===== src/rtl/core/sss_pkg.sv =====
// shared constants, request codes and control structs for the sorted set store
// no dependencies
package sss_pkg;

  localparam int CAPACITY = 16;
  localparam int AW       = (CAPACITY > 1) ? $clog2(CAPACITY) : 1;
  localparam int CW       = $clog2(CAPACITY + 1);

  localparam logic [1:0] REQ_ADD    = 2'd0;
  localparam logic [1:0] REQ_REMOVE = 2'd1;
  localparam logic [1:0] REQ_QUERY  = 2'd2;

  typedef struct packed {
    logic start;
    logic run;
    logic finish;
  } sss_cmd_t;

  typedef struct packed {
    logic scan_end;
  } sss_stat_t;

endpackage


===== src/rtl/core/sss_ctrl.sv =====
// sequencer for the sorted set store: input handshake, scan control, result register valid
// depends on sss_pkg
module sss_ctrl import sss_pkg::*; (
  input  logic      clk,
  input  logic      rst,
  input  logic      s_tvalid,
  output logic      s_tready,
  output logic      m_tvalid,
  input  logic      m_tready,
  input  sss_stat_t stat,
  output sss_cmd_t  cmd
);

  localparam logic ST_IDLE = 1'b0;
  localparam logic ST_RUN  = 1'b1;

  logic state;
  logic state_next;
  logic m_tvalid_next;

  always_comb begin
    s_tready   = (state == ST_IDLE);
    cmd.start  = s_tvalid && (state == ST_IDLE);
    cmd.run    = (state == ST_RUN);
    // result slot must be free before the store commits
    cmd.finish = (state == ST_RUN) && stat.scan_end && (!m_tvalid || m_tready);

    state_next = state;
    case (state)
      ST_IDLE: begin
        if (cmd.start) state_next = ST_RUN;
      end
      ST_RUN: begin
        if (cmd.finish) state_next = ST_IDLE;
      end
      default: state_next = ST_IDLE;
    endcase

    m_tvalid_next = m_tvalid;
    if (cmd.finish) begin
      m_tvalid_next = 1'b1;
    end else if (m_tready) begin
      m_tvalid_next = 1'b0;
    end
  end

  always_ff @(posedge clk) begin
    if (rst) begin
      state    <= ST_IDLE;
      m_tvalid <= 1'b0;
    end else begin
      state    <= state_next;
      m_tvalid <= m_tvalid_next;
    end
  end

endmodule


===== src/rtl/core/sss_datapath.sv =====
// store, scan pipeline and result register of the sorted set store
// depends on sss_pkg; driven by sss_ctrl through sss_cmd_t
module sss_datapath import sss_pkg::*; (
  input  logic               clk,
  input  logic               rst,
  input  sss_cmd_t           cmd,
  output sss_stat_t          stat,
  input  logic [1:0]         in_type,
  input  logic signed [31:0] in_value,
  output logic               was_present,
  output logic [4:0]         element_count,
  output logic signed [31:0] smallest_element,
  output logic               is_empty,
  output logic               error_code
);

  localparam logic [1:0] MODE_SEARCH = 2'd0;
  localparam logic [1:0] MODE_INSERT = 2'd1;
  localparam logic [1:0] MODE_REMOVE = 2'd2;

  logic [31:0]        mem [CAPACITY];
  logic [31:0]        rd_data;

  logic [1:0]         req;
  logic signed [31:0] val;
  logic [CW-1:0]      cnt;
  logic [CW-1:0]      cnt_next;
  logic signed [31:0] least;
  logic signed [31:0] least_next;
  logic [CW-1:0]      ptr;
  logic               chk_valid;
  logic [AW-1:0]      chk_idx;
  logic [1:0]         mode;
  logic [1:0]         mode_next;
  logic signed [31:0] carry;
  logic signed [31:0] carry_next;
  logic               found;
  logic               found_next;
  logic               halt;
  logic               halt_next;

  logic               full;
  logic               do_add;
  logic               do_rem;
  logic               rd_en;
  logic               proc;
  logic signed [31:0] e;
  logic               we;
  logic [AW-1:0]      wa;
  logic [31:0]        wd;

  always_comb begin
    full   = (cnt == CW'(CAPACITY));
    do_add = (req == REQ_ADD);
    do_rem = (req == REQ_REMOVE);
    rd_en  = cmd.run && !halt && (ptr < cnt);
    proc   = cmd.run && chk_valid && !halt;
    e      = $signed(rd_data);
    stat.scan_end = halt || ((ptr >= cnt) && !chk_valid);

    we         = 1'b0;
    wa         = chk_idx;
    wd         = carry;
    mode_next  = mode;
    carry_next = carry;
    found_next = found;
    halt_next  = halt;
    cnt_next   = cnt;

    if (proc) begin
      case (mode)
        MODE_SEARCH: begin
          if (e == val) begin
            found_next = 1'b1;
            if (do_rem) mode_next = MODE_REMOVE;
            else        halt_next = 1'b1;
          end else if (e > val) begin
            // first larger entry: value is absent; an add to a non-full store starts insertion here
            if (do_add && !full) begin
              we         = 1'b1;
              wd         = val;
              carry_next = e;
              mode_next  = MODE_INSERT;
            end else begin
              halt_next = 1'b1;
            end
          end
        end
        MODE_INSERT: begin
          we         = 1'b1;
          wd         = carry;
          carry_next = e;
        end
        MODE_REMOVE: begin
          // close the gap one entry down
          we = 1'b1;
          wa = chk_idx - AW'(1);
          wd = e;
        end
        default: ;
      endcase
    end

    if (cmd.finish) begin
      if (mode == MODE_INSERT) begin
        we       = 1'b1;
        wa       = cnt[AW-1:0];
        wd       = carry;
        cnt_next = cnt + CW'(1);
      end else if (mode == MODE_SEARCH && !found && do_add && !full) begin
        // value above every entry, append at the end
        we       = 1'b1;
        wa       = cnt[AW-1:0];
        wd       = val;
        cnt_next = cnt + CW'(1);
      end else if (mode == MODE_REMOVE) begin
        cnt_next = cnt - CW'(1);
      end
    end

    // head entry mirrored in a register
    least_next = (we && wa == '0) ? $signed(wd) : least;
  end

  always_ff @(posedge clk) begin
    if (we) mem[wa] <= wd;
    if (rd_en) rd_data <= mem[ptr[AW-1:0]];
  end

  always_ff @(posedge clk) begin
    if (rst) begin
      cnt       <= '0;
      chk_valid <= 1'b0;
    end else if (cmd.start) begin
      req       <= in_type;
      val       <= in_value;
      ptr       <= '0;
      chk_valid <= 1'b0;
      mode      <= MODE_SEARCH;
      found     <= 1'b0;
      halt      <= 1'b0;
    end else begin
      ptr       <= ptr + CW'(rd_en);
      chk_valid <= rd_en;
      chk_idx   <= ptr[AW-1:0];
      mode      <= mode_next;
      carry     <= carry_next;
      found     <= found_next;
      halt      <= halt_next;
      cnt       <= cnt_next;
      least     <= least_next;
    end
  end

  always_ff @(posedge clk) begin
    if (cmd.finish) begin
      was_present      <= found;
      element_count    <= 5'(cnt_next);
      smallest_element <= (cnt_next == '0) ? 32'sd0 : least_next;
      is_empty         <= (cnt_next == '0);
      error_code       <= do_add && full && !found;
    end
  end

endmodule


===== src/rtl/core/sorted_set_store.sv =====
// channel   | dir | beat contents
// s_*       | in  | tuser: req_type; tdata: elem_value
// m_*       | out | tdata: was_present, element_count, smallest_element, is_empty, error_code
//
// a request is accepted when idle; the store is walked one entry per cycle with a registered read,
// and the scan stops at a match or a larger entry unless a remove or an add to a non-full store
// must shift entries; the result is loaded when the scan ends and the result slot is free
// a new request is accepted once the result is loaded, even if not yet taken
// rst is synchronous and empties the set; the store needs no clearing pass
// a stalled result holds and delays only the commit of the following request
// top level of the sorted set store; depends on sss_pkg, sss_ctrl and sss_datapath
module sorted_set_store import sss_pkg::*; (
  input  logic        clk,
  input  logic        rst,
  input  logic        s_tvalid,
  output logic        s_tready,
  input  logic [31:0] s_tdata,   // [31:0] elem_value
  input  logic [1:0]  s_tuser,   // [1:0] req_type
  output logic        m_tvalid,
  input  logic        m_tready,
  output logic [39:0] m_tdata    // [0] was_present, [5:1] element_count,
                                 // [37:6] smallest_element, [38] is_empty, [39] error_code
);

  sss_cmd_t           cmd;
  sss_stat_t          stat;
  logic               was_present;
  logic [4:0]         element_count;
  logic signed [31:0] smallest_element;
  logic               is_empty;
  logic               error_code;

  sss_ctrl u_ctrl (
    .clk      (clk),
    .rst      (rst),
    .s_tvalid (s_tvalid),
    .s_tready (s_tready),
    .m_tvalid (m_tvalid),
    .m_tready (m_tready),
    .stat     (stat),
    .cmd      (cmd)
  );

  sss_datapath u_dp (
    .clk              (clk),
    .rst              (rst),
    .cmd              (cmd),
    .stat             (stat),
    .in_type          (s_tuser),
    .in_value         ($signed(s_tdata)),
    .was_present      (was_present),
    .element_count    (element_count),
    .smallest_element (smallest_element),
    .is_empty         (is_empty),
    .error_code       (error_code)
  );

  assign m_tdata = {error_code, is_empty, smallest_element, element_count, was_present};

endmodule


===== config.mk =====
export PLATFORM = sky130hd
export DESIGN_NAME = sorted_set_store
export DESIGN_NICKNAME = d
export VERILOG_FILES = /design/src/rtl/core/sss_pkg.sv /design/src/rtl/core/sss_ctrl.sv /design/src/rtl/core/sss_datapath.sv /design/src/rtl/core/sorted_set_store.sv
export SDC_FILE = /design/constraint.sdc
export NUM_CORES = 1
export LEC_CHECK = 0
export BUFFER_PORTS_ARGS = -buffer_cell sky130_fd_sc_hd__clkbuf_2
export CELL_PAD_IN_SITES_DETAIL_PLACEMENT = 1
export CELL_PAD_IN_SITES_GLOBAL_PLACEMENT = 1
export CORE_MARGIN = 2
export CORE_UTILIZATION = 38
export CTS_CLUSTER_SIZE = 8
export DETAILED_ROUTE_END_ITERATION = 16
export PLACE_DENSITY_LB_ADDON = 0.1
export RECOVER_POWER = 100
export SYNTH_ARGS = -nofsm -noshare
export SYNTH_HDL_FRONTEND = slang
export SYNTH_SLANG_ARGS = --single-unit

===== constraint.sdc =====
create_clock -name clk -period 12.2 [get_ports clk]
set_clock_uncertainty 0.1 [all_clocks]
set_input_delay 1.22 -clock clk [delete_from_list [all_inputs] [get_ports clk]]
set_output_delay 1.22 -clock clk [all_outputs]
set_load 0.02 [all_outputs]

* After elaboration in Yosys (flattened, before gate mapping) *
Memories as Yosys holds them, arrays and structs flattened. A register that Yosys moved wholly into a read port is not among the register bits.
Index checks and enable logic that the tools add are counted.

cells by class
  add/subtract/negate cells = 4
  order comparisons = 3
  eq/ne operators = 11
  multiplexer cells = 52
  bitwise gates (word level) = 3
  reductions and logical operators = 41

operators with widths
  kind                                                                      number
  32-bit 2-to-1 mux                                                         11
  32-bit one-hot mux with 2 select lines                                    2
  32-bit == test                                                            1
  32-bit > comparator                                                       1
  1-bit 2-to-1 mux                                                          22
  4-bit 2-to-1 mux                                                          5
  5-bit 2-to-1 mux                                                          4
  1-bit logical AND                                                         15
  2-bit 2-to-1 mux                                                          6
  6-bit AND reduction                                                       2
  2-bit nonzero test                                                        5
  7-bit AND reduction                                                       1
  3-bit by 2-bit inequality test with 1-bit output (second input constant)  2
  3-bit nonzero test                                                        2
  5-bit by 1-bit adder with 5-bit output                                    1
  5-bit by 1-bit adder with 5-bit output (second input constant)            1
  5-bit == test (second input constant)                                     1
  5-bit >= comparator                                                       1
  1-bit logical NOT                                                         5
  5-bit logical NOT                                                         1
  5-bit < comparator                                                        1
  5-bit by 1-bit subtractor with 5-bit output (second input constant)       1
  2-bit by 1-bit == test with 1-bit output (second input constant)          2
  2-bit logical NOT                                                         2
  12 further kinds                                                          19

word-level totals
  register bits = 159
  memory bits (writable) = 512
  input bits = 38
  output and inout port bits = 42
  word-level logic and storage cells = 133
  memories kept = 1

memory list
  memory    words  bits a word  read ports  clocked after memory_dff  wr ports  line                text
  u_dp.mem  16     32           1           1                         1         sss_datapath.sv:21  logic [31:0] mem [CAPACITY];

* Depth between registers and ports, before layout *
Gate-level depths: netlist of the first run.

  depth after elaboration = 13
  mapped depth = 17
  depth with buffers taken out = 12

* Modules after synthesis *
From an unflattened synthesis of the first run, not the netlist that was laid out.

unflattened totals
  cells, all modules = 1512
  area total of the unflattened synthesis = 29134.2 µm²

by module, submodules not included
  module            times used  cells each  area each (µm²)  sequential area each (µm²)
  sss_datapath      1           1497        29002.8          20990.1
  sss_ctrl          1           12          108.9            40.0
  sorted_set_store  1           3           22.5             0.0

* Worst setup path before layout of the first run *
No wires, ideal clock.

  kind = flip-flop to flip-flop
  start = register u_dp.ptr[0]
  end = register u_dp.ptr[4], data pin
  setup time = 0.266 ns
  arrival = 8.565 ns
  required time = 11.834 ns
  path slack = 3.269 ns
  cell stages (with the launch flop) = 15
  buffers on the path = 2
  clock period less this slack = 8.931 ns
  cells stage by stage = edfxtp_1 -> buf_1 -> buf_1 -> inv_1 -> ha_1 -> nor2b_1 -> o21a_1 -> o21ai_0 -> nand2b_1 -> a2111oi_0 -> ha_1 -> ha_1 -> nand3_1 -> xor2_1 -> nor2_1

between the ends
  word-level cells in the longest chain between the ends = 3

ends and longest elaborated chain
  element                                 line                 text
  start: declaration                      sss_datapath.sv:30   logic [CW-1:0] ptr;
  start signal: assignment                sss_datapath.sv:143  ptr <= ptr + CW'(rd_en);
  5-bit < comparator                      sss_datapath.sv:56   rd_en = cmd.run && !halt && (ptr < cnt);
  1-bit logical AND                       sss_datapath.sv:56
  via u_dp.rd_en                          sss_datapath.sv:45   logic rd_en;
  5-bit by 1-bit adder with 5-bit output  sss_datapath.sv:143

The timed path passes the listed nets, and every way through them passes these cells.
A chain may end at the register's enable or synchronous reset.

* Worst setup path after layout of the first run *
  start = register u_dp.rd_data[31] (netlist: u_dp.e[31]), read port of u_dp.mem
  end = memory u_dp.mem[15][31] (enable)

between the ends
  word-level cells in the longest chain between the ends = 10
  elaborated cells on any way between the ends = 11
  classes of those cells = order compare (1); eq/ne (1); mux (9)

ends and longest elaborated chain
  element                                   line                 text
  start: declaration                        sss_datapath.sv:22   logic [31:0] rd_data;
  32-bit > comparator                       sss_datapath.sv:77   end else if (e > val) begin
  1-bit 2-to-1 mux                          sss_datapath.sv:77
  1-bit 2-to-1 mux *                        sss_datapath.sv:73   if (e == val) begin
  1-bit one-hot mux with 2 select lines *   sss_datapath.sv:71   case (mode)
  1-bit 2-to-1 mux *                        sss_datapath.sv:70   if (proc) begin
  1-bit 2-to-1 mux                          sss_datapath.sv:110  end else if (mode == MODE_SEARCH && !found && do_add && !full) begin
  1-bit 2-to-1 mux                          sss_datapath.sv:105  if (mode == MODE_INSERT) begin
  1-bit 2-to-1 mux *                        sss_datapath.sv:104  if (cmd.finish) begin
  1-bit 2-to-1 mux *                        sss_datapath.sv:126  if (we) mem[wa] <= wd;
  1-bit 2-to-1 mux (implied by the code) *  sss_datapath.sv:126
  end: declaration                          sss_datapath.sv:21

Mark *: on every way between the ends. The rest lies on a longest branch, timed or not.

==> results of run 1 <==
-- cell usage in the layout, fill, tap and decap left out, types with 19 or more instances in the layout --
cell / synthesis / layout
sky130_fd_sc_hd__nor3_1: 31 / 30
sky130_fd_sc_hd__nor2_1: 33 / 23
sky130_fd_sc_hd__a31oi_1: 19 / 19
sky130_fd_sc_hd__inv_1: 118 / 117
sky130_fd_sc_hd__o22ai_1: 24 / 28
sky130_fd_sc_hd__clkbuf_1: 45 / 114
sky130_fd_sc_hd__a21oi_1: 45 / 54
sky130_fd_sc_hd__edfxtp_1: 695 / 695
sky130_fd_sc_hd__nand2_1: 28 / 28
sky130_fd_sc_hd__ha_1: 46 / 46
sky130_fd_sc_hd__mux4_2: 160 / 160
sky130_fd_sc_hd__clkbuf_16: 0 / 99
-- state kept, by name (all words and copies together), names as in the netlist --
register	flops
u_dp.val	32
u_dp.mode	2
u_dp.req	2
u_dp.chk_idx	4
u_dp.ptr	5
u_dp.smallest_element	32
u_dp.element_count	5
u_dp.halt	1
u_dp.was_present	1
u_dp.error_code	1
u_dp.cnt	5
u_ctrl.m_tvalid	1
u_dp.e	32
u_dp.carry	32
u_dp.chk_valid	1
u_dp.found	1
u_dp.least	32
u_dp.mem	512
u_ctrl.state	1
u_dp.is_empty	1
-- logic make-up after synthesis --
logic type,Yosys count
flops,703
compound gates,199
buf+inv,196
mux,186
simple gates,174
fa+ha+maj,46
xor+xnor,10
-- power by group through the flow --
stage          sequential [W]  combinational, W  clock [W]
2_1_floorplan         0.00279          0.000251          0
3_3_place_gp          0.00279          0.000401          0
3_5_place_dp          0.00279          0.000405          0
4_1_cts               0.00274          0.000407    0.00247
5_1_grt               0.00275          0.000426    0.00256
6_report              0.00275          0.000394    0.00241
-- synthesized netlist by cell type (all sizes together) (2+ instances only) --
cell	n	share of area
mux2i	18	0.0064
o2111ai	8	0.0024
a21oi	54	0.011
a222oi	16	0.0056
nor3	33	0.0063
nand4b	9	0.0027
nand2	28	0.0036
nor4	3	0.00065
or2	3	0.00065
xor2	3	0.00091
a31oi	19	0.0041
o21a	3	0.00078
and4	2	0.00061
a221oi	4	0.0012
a2111oi	2	0.0013
xnor2	7	0.0021
a31o	2	0.00061
ha	46	0.020
nand4	18	0.0039
mux4	160	0.13
and3	3	0.00065
nor2	33	0.0043
o21bai	2	0.00052
dfxtp	8	0.0056
mux2	8	0.0031
nor3b	2	0.00091
o211a	8	0.0028
nor2b	7	0.0015
nand2b	15	0.0033
clkbuf	45	0.0059
nand3	8	0.0014
o21ai	16	0.0029
o22ai	34	0.0096
edfxtp	695	0.72
buf	32	0.0066
a21o	4	0.0010
o31a	2	0.00061
inv	118	0.015
a211oi	19	0.0054
and2	4	0.00087
-- through the flow --
stage	power [W]	worst slack, ps
after floorplan	0.00304	3270
after detailed placement	0.00319	6630
after global placement	0.00319	6820
after global routing	0.00573	3450
final	0.00555	3900
after CTS	0.00562	6620
-- routing by layer --
| metal | vias to the layer above | global-route usage | wire length [microns] |
|---|---|---|---|
| li1 | 6440 | - | - |
| met1 | 8176 | 0.297 | 35700 |
| met2 | 533 | 0.332 | 38100 |
| met3 | 148 | 0.0344 | 4760 |
| met4 | 2 | 0.0819 | 2930 |
| met5 | - | 0 | 11 |
-- area by class of cell --
class | instances | share of cell area
multi-input combinational | 615 | 0.212
timing repair buffer | 120 | 0.0159
inverter | 119 | 0.0136
tap | 969 | 0.0370
clock buffer | 116 | 0.0775
antenna | 1 | 0.0000763
sequential | 703 | 0.641
clock inverter | 4 | 0.00229
-- worst max path at each step --
stage / from / endpoint / slack [ps] / cells after the start
6_report: u_dp.e[31]$_DFFE_PP_ / u_dp.mem[15][31]$_DFFE_PP_ / 3900 / 10
5_1_grt: u_dp.val[31]$_DFFE_PP_ / u_dp.mem[15][3]$_DFFE_PP_ / 3450 / 11
4_1_cts: u_dp.e[31]$_DFFE_PP_ / u_dp.mem[9][17]$_DFFE_PP_ / 6620 / 9
3_5_place_dp: u_dp.e[31]$_DFFE_PP_ / u_dp.mem[13][17]$_DFFE_PP_ / 6630 / 9
3_3_place_gp: u_dp.val[31]$_DFFE_PP_ / u_dp.smallest_element[1]$_SDFFCE_PP0P_ / 6820 / 12
2_1_floorplan: u_dp.ptr[0]$_SDFFCE_PP0N_ / u_dp.ptr[4]$_SDFFCE_PP0N_ / 3270 / 14
==> metrics.yaml, run 1 <==
die:
  floorplan.initialDensity: 0.386
  std_cell_rows: 100
  die_h_microns: 279
  core-area_sq_mm: 0.0747
  die_area_sq_mm: 0.0780
  die_x_extent_microns: 279
  boundaryPins: 80
worst_setup_path:
  cp_slowest_cell: "sky130_fd_sc_hd__clkbuf_1"
  worst-r2r-setup-slack_ps: 3900
  worstSetupEndpointType: "flip-flop"
  r2r-start: "u_dp.e[31]$_DFFE_PP_"
  critPathKind: "reg -> reg"
  critical-path-max-stage-delay_ps: 2300
  crit_buf_inv: 1
  cp_cell_sequence: "ha_1 -> nand4_1 -> or4_1 -> a2111oi_0 -> nor3_1 -> mux2i_1 -> nand2_1 -> nor2_1 -> nor3_1 -> clkbuf_1"
  timing.critical_path.arrival_ps: 8370
  reg2regPathDepth: 10
  worst-endpoint-required_ps: 12270
  cpLargestDelayFamily: "simple AND/OR/NAND/NOR gates"
  start_kind: "flip-flop"
  critical_path.max_fanout: 29
  r2r_end: "u_dp.mem[15][31]$_DFFE_PP_"
  crit_top_cell: "sky130_fd_sc_hd__nor3_1"
outcome:
  status: "finished, violations left"
  violations_in_the_final_reports: "max-capacitance violations, max-slew violations"
timing:
  worst_hold_slack_ps: 379
  final-hold-violation-count: 0
  max_freq_mhz: 121
  timing.final.crit_period_ps: 8300
  slew_headroom: -1.54
  worst-slew-pin-transition_ps: 3810
  finish_stage_setup_viols: 0
  finalSetupTns_ps: 0
  timing_max_transition_violations_final: 884
  post-route-period-util: 0.680
  rsz0062_at_grt: "false"
clocking:
  cts.reportedPaths.clkPinSlew_ps: 60
  post_cts_buffers: 0
  post_cts_hold_buffer_count: 0
  numClockSinks: 703
  cts_max_path_buffers: 3
  tritoncts_clock_tree: "done"
  clk_root_buffer_cell: "sky130_fd_sc_hd__clkbuf_16"
  clock_latency_ps: 640
  ctsHtreeMaxLevel: 3
  cts-resized-gates: 0
  total_cts_buffers: 97
power:
  pwr_density_cell_mw_per_mm2: 169
  clock_network_power_share: 0.434
  p_seq_frac: 0.495
  p_leak_nw: 10.6
  combinationalPowerShare: 0.071
  power.share.switching: 0.224
  power.net_switching_w: 0.00124
  p_int_w: 0.00431
  vdd_drop_max_v: 0.0000958
yosys:
  synth.yosys.seq_area_share: 0.730
  synth-xor-area-share: 0.00304
  synth.distinct_cells: 66
  synth.avg_cell_area_sq_um: 19.0
  asyncSetResetFlopFracSynth: 0
  synthCells: 1514
  synth_top_family_by_area: "multiplexers"
  synthSimpleGateAreaFrac: 0.0333
  synth_compound_gate_area_share: 0.0512
  synth.yosys.warnings: 0
  synth_fp_nets: 1598
  ys_dominant_reg_cell: "sky130_fd_sc_hd__edfxtp_1"
  synth_fa_ha_area_frac: 0.0200
  syn_area_sq_mm: 0.0288
  yosys-mux-area-fraction: 0.135
  yosys_register_bits: 703
  number_of_enable_flip_flop_cells_after_synthesis: 695
grt:
  globalRouteTotalUtil: 0.211
  grt_antenna_before_repair: 3
  grt_max_degree: 93
  gr-total-overflow: 0
  grt_first_pass_wirelength_mm: 118
  vias_in_the_first_global_route: 16304
drt:
  route.final.wire_length_mm: 81.5
  final_antenna_net_count: 0
  vias_per_cell: 5.78
  detailed_router_s_first_iteration_violation_count: 1577
  post_drt_wl_per_cell_microns: 30.8
  vias: 15299
  remaining_drc_errors: 0
  drt-pass1-iter-count: 5
min_path:
  hold_path_startpoint: "u_dp.found$_SDFFCE_PP0P_"
  timing.hold.worst.class: "reg -> reg"
  min_to: "u_dp.was_present$_DFFE_PP_"
  whs_path_depth: 0
placement:
  port-buffer-count: 79
  post_dp_cell_area_sq_mm: 0.0305
  placed_cells_incl_taps: 2526
  finalWeightedCongestion: 0.813
  detailedPlacementHpwl_mm: 45.7
cells_and_area:
  layout.area.seq_sq_mm: 0.0210
  drive_gt1_frac: 0.191
  area_occupied_by_multi_input_gates_sq_mm: 0.00696
  design_area_sq_mm: 0.0328
  final_core_utilization: 0.439
  final-instance-count-excl-fill: 2647
  layout-area-overhead-vs-synth_pct: 13.8
  nNetsFinal: 1740
  final_layout_fill_cell_count: 7030
flow_run:
  drv.max_cap_violation_count: 28
Note: power is estimated with default switching activity, not from simulation.
==> inputs of run 2 (changes only) <==
--- a/config.mk
+++ b/config.mk
@@ -5,6 +5,7 @@
 export SDC_FILE = /design/constraint.sdc
 export NUM_CORES = 1
 export LEC_CHECK = 0
+export ABC_AREA = 1
 export BUFFER_PORTS_ARGS = -buffer_cell sky130_fd_sc_hd__clkbuf_2
 export CELL_PAD_IN_SITES_DETAIL_PLACEMENT = 1
 export CELL_PAD_IN_SITES_GLOBAL_PLACEMENT = 1
==> constraint.sdc (replaced) <==
create_clock -name clk -period 6.8 [get_ports clk]
set_clock_uncertainty 0.1 [all_clocks]
set_input_delay 0.68 -clock clk [delete_from_list [all_inputs] [get_ports clk]]
set_output_delay 0.68 -clock clk [all_outputs]
set_load 0.02 [all_outputs]
==> metrics.yaml, run 2 <==
grt:
  grt_max_degree: 180
  globalRouteTotalUtil: 0.214
  grt_antenna_before_repair: 5
  vias_in_the_first_global_route: 20618
  gr-total-overflow: 0
  grt_first_pass_wirelength_mm: 132
flow_run:
  drv.max_cap_violation_count: 19
worst_setup_path:
  worst-endpoint-required_ps: 6970
  cp_slowest_cell: "sky130_fd_sc_hd__nor2_2"
  worstSetupEndpointType: "flip-flop"
  setup.worst_path.start: "u_dp.cnt[2]$_SDFFE_PP0N_"
  crit_top_cell: "sky130_fd_sc_hd__nand2_1"
  worst-r2r-setup-slack_ps: 1150
  critPathKind: "reg -> reg"
  cpLargestDelayFamily: "simple AND/OR/NAND/NOR gates"
  timing.critical_path.arrival_ps: 5820
  reg2regPathDepth: 16
  start_kind: "flip-flop"
  critical_path.max_fanout: 39
  r2r_end: "u_dp.mem[3][25]$_DFFE_PP_"
  crit_buf_inv: 3
  cp_cell_sequence: "inv_1 -> ha_1 -> nand2_1 -> nor2_1 -> nand2_1 -> nand4_1 -> nand2_1 -> nand2_1 -> nand3_1 -> nor2_4 -> buf_4 -> o21ai_0 -> nor2_2 -> nand2_1 -> nor2_2 -> clkbuf_1"
  r2r-start: "u_dp.cnt[2]$_SDFFE_PP0N_"
  timing.critical_path.depth: 16
  critical-path-max-stage-delay_ps: 1470
yosys:
  synth.avg_cell_area_sq_um: 11.8
  yosys_register_bits: 703
  asyncSetResetFlopFracSynth: 0
  post_synth_most_frequent_cells: "sky130_fd_sc_hd__edfxtp_1 (695), sky130_fd_sc_hd__nand2_1 (488), sky130_fd_sc_hd__nor2_1 (359), sky130_fd_sc_hd__inv_1 (251), sky130_fd_sc_hd__o21ai_0 (182)"
  post-synth-top-area-fraction: 0.693
  synth.distinct_cells: 44
  number_of_enable_flip_flop_cells_after_synthesis: 695
  yosys-top-cells-area: "sky130_fd_sc_hd__edfxtp_1 (69%), sky130_fd_sc_hd__nand2_1 (6.1%), sky130_fd_sc_hd__nor2_1 (4.5%)"
  synth.yosys.seq_area_share: 0.698
  synth.yosys.warnings: 0
  syn_area_sq_mm: 0.0301
  synth_area_leader_cell: "sky130_fd_sc_hd__edfxtp_1"
  synth_fp_nets: 2640
  synthCells: 2556
  post-synth-top-count-cell: "sky130_fd_sc_hd__edfxtp_1"
  ys_dominant_reg_cell: "sky130_fd_sc_hd__edfxtp_1"
timing:
  final-hold-violation-count: 0
  timing.final.crit_period_ps: 5650
  max_freq_mhz: 177
  worst-slew-pin-transition_ps: 3690
  post-route-period-util: 0.831
  slew_headroom: -1.47
  finalSetupTns_ps: 0
  rsz0062_at_grt: "false"
  finish_stage_setup_viols: 0
  timing_max_transition_violations_final: 571
power:
  pwr_density_cell_mw_per_mm2: 294
  p_leak_nw: 12.5
  power_w: 0.0100
  vdd_drop_max_v: 0.000251
die:
  die_h_microns: 286
  std_cell_rows: 103
  die_x_extent_microns: 286
  floorplan.initialDensity: 0.383
  boundaryPins: 80
  core-area_sq_mm: 0.0787
  die_area_sq_mm: 0.0816
drt:
  post_drt_wl_per_cell_microns: 23.4
  final_antenna_net_count: 0
  detailed_router_s_first_iteration_violation_count: 1299
  vias: 19606
  drt-pass1-iter-count: 5
  remaining_drc_errors: 0
  route.final.wire_length_mm: 86.9
  vias_per_cell: 5.29
placement:
  placed_cells_incl_taps: 3583
  port-buffer-count: 79
  finalWeightedCongestion: 0.813
  detailedPlacementHpwl_mm: 53.2
cells_and_area:
  drive_gt1_frac: 0.0704
  register_with_the_highest_flop_count: "u_dp.mem"
  nNetsFinal: 2717
  mostFrequentLayoutCells: "sky130_fd_sc_hd__edfxtp_1 (695), sky130_fd_sc_hd__nand2_1 (490), sky130_fd_sc_hd__nor2_1 (353)"
  largest_register_ff_count: 512
  layout.cells.most_common: "sky130_fd_sc_hd__edfxtp_1"
  layout-area-overhead-vs-synth_pct: 13.3
  antenna_cells: 0
  final-instance-count-excl-fill: 3708
outcome:
  status: "finished, violations left"
  violations_in_the_final_reports: "max-capacitance violations, max-slew violations"
clocking:
  post_cts_buffers: 0
  cts-resized-gates: 0
  total_cts_buffers: 98
  clk_root_buffer_cell: "sky130_fd_sc_hd__clkbuf_16"
  clock_latency_ps: 660
  tritoncts_clock_tree: "done"
  cts.reportedPaths.clkPinSlew_ps: 50
  numClockSinks: 703
  cts_max_path_buffers: 3
  ctsHtreeMaxLevel: 3
  post_cts_hold_buffer_count: 0
min_path:
  min_to: "u_dp.val[19]$_DFFE_PP_"
  hold_path_startpoint: "s_tdata[19]"
  whs_path_depth: 1
  timing.hold.worst.class: "in -> reg"
==> run 2: cell types whose count changed after synthesis, sizes merged, moves of 29 or more <==
| cell | previous run | this run |
|---|---|---|
| o221ai | 0 | 51 |
| nor2 | 33 | 370 |
| clkbuf | 45 | 102 |
| mux2i | 18 | 51 |
| inv | 118 | 258 |
| o32ai | 1 | 77 |
| o22ai | 34 | 0 |
| nor3 | 33 | 4 |
| mux4 | 160 | 0 |
| a21oi | 54 | 19 |
| nand3 | 8 | 100 |
| nand2 | 28 | 493 |
| o21ai | 16 | 186 |
==> run 2: worst max path at each step <==
stage                     slack (ps)                                      end
final                           1150                u_dp.mem[3][25]$_DFFE_PP_
after global routing             770                u_dp.mem[3][25]$_DFFE_PP_
after CTS                       1900                 u_dp.least[23]$_DFFE_PP_
after detailed placement        1930                 u_dp.least[23]$_DFFE_PP_
after global placement          2110  u_dp.smallest_element[31]$_SDFFCE_PP0P_
after floorplan                 1380                 u_dp.mem[8][0]$_DFFE_PP_
==> run 2: worst reg2reg max path, stage by stage (launching register included) <==
cell and delay, ps:
sky130_fd_sc_hd__dfxtp_1 450, sky130_fd_sc_hd__inv_1 130, sky130_fd_sc_hd__ha_1 310, sky130_fd_sc_hd__nand2_1 50, sky130_fd_sc_hd__nor2_1 150, sky130_fd_sc_hd__nand2_1 100
sky130_fd_sc_hd__nand4_1 100, sky130_fd_sc_hd__nand2_1 50, sky130_fd_sc_hd__nand2_1 50, sky130_fd_sc_hd__nand3_1 180, sky130_fd_sc_hd__nor2_4 130, sky130_fd_sc_hd__buf_4 480
sky130_fd_sc_hd__o21ai_0 350, sky130_fd_sc_hd__nor2_2 250, sky130_fd_sc_hd__nand2_1 210, sky130_fd_sc_hd__nor2_2 1470, sky130_fd_sc_hd__clkbuf_1 730
==> run 2: cell type report <==
class                   instances  area (sq um)
flip-flops and latches        703         21000
repair buffers                114           566
inverters                     260           981
clock inverters                 9           181
clock buffers                 116          2520
multi-input cells            1456          7550
well taps                    1050          1310
fillers                      8324         44600
==> run 2: cell families after synthesis <==
family | count (synthesis) | share of synthesized area
flip-flops | 703 | 0.698
AND/OR/NAND/NOR | 995 | 0.134
AO/OA/AOI/OAI | 355 | 0.0770
XOR/XNOR | 9 | 0.00262
adder cells (fa/ha/maj) | 46 | 0.0191
buffers and inverters | 397 | 0.0524
multiplexers | 51 | 0.0169
==> run 2: routing by layer <==
layer / wire (microns) / GRT usage / up-vias
li1: - / - / 9093
met1: 41300 / 0.305 / 10016
met2: 40300 / 0.345 / 385
met3: 3520 / 0.0327 / 112
met4: 1750 / 0.0543 / 0
met5: 0 / 0 / -
==> run 2: where the power goes <==
| part | switching (W) | internal, W | total [W] |
|---|---|---|---|
| combinational | 0.000551 | 0.000202 | 0.000754 |
| clock | 0.00180 | 0.00262 | 0.00442 |
| sequential | 0.0000345 | 0.00483 | 0.00487 |
| total | 0.00239 | 0.00765 | 0.0100 |
==> run 2: per-stage QoR <==
| stage | utilization | hold WS, ps | setup WS [ps] | instance area (sq um) |
|---|---|---|---|---|
| 4_1_cts | 0.437 | 66.6 | 1900 | 34400 |
| 5_1_grt | 0.434 | 74.9 | 774 | 34100 |
| 6_report | 0.434 | 103 | 1150 | 34100 |
| 3_5_place_dp | 0.402 | 373 | 1930 | 31700 |
| 3_3_place_gp | 0.402 | 367 | 2110 | 31700 |
| 2_1_floorplan | - | 350 | 1380 | 30100 |
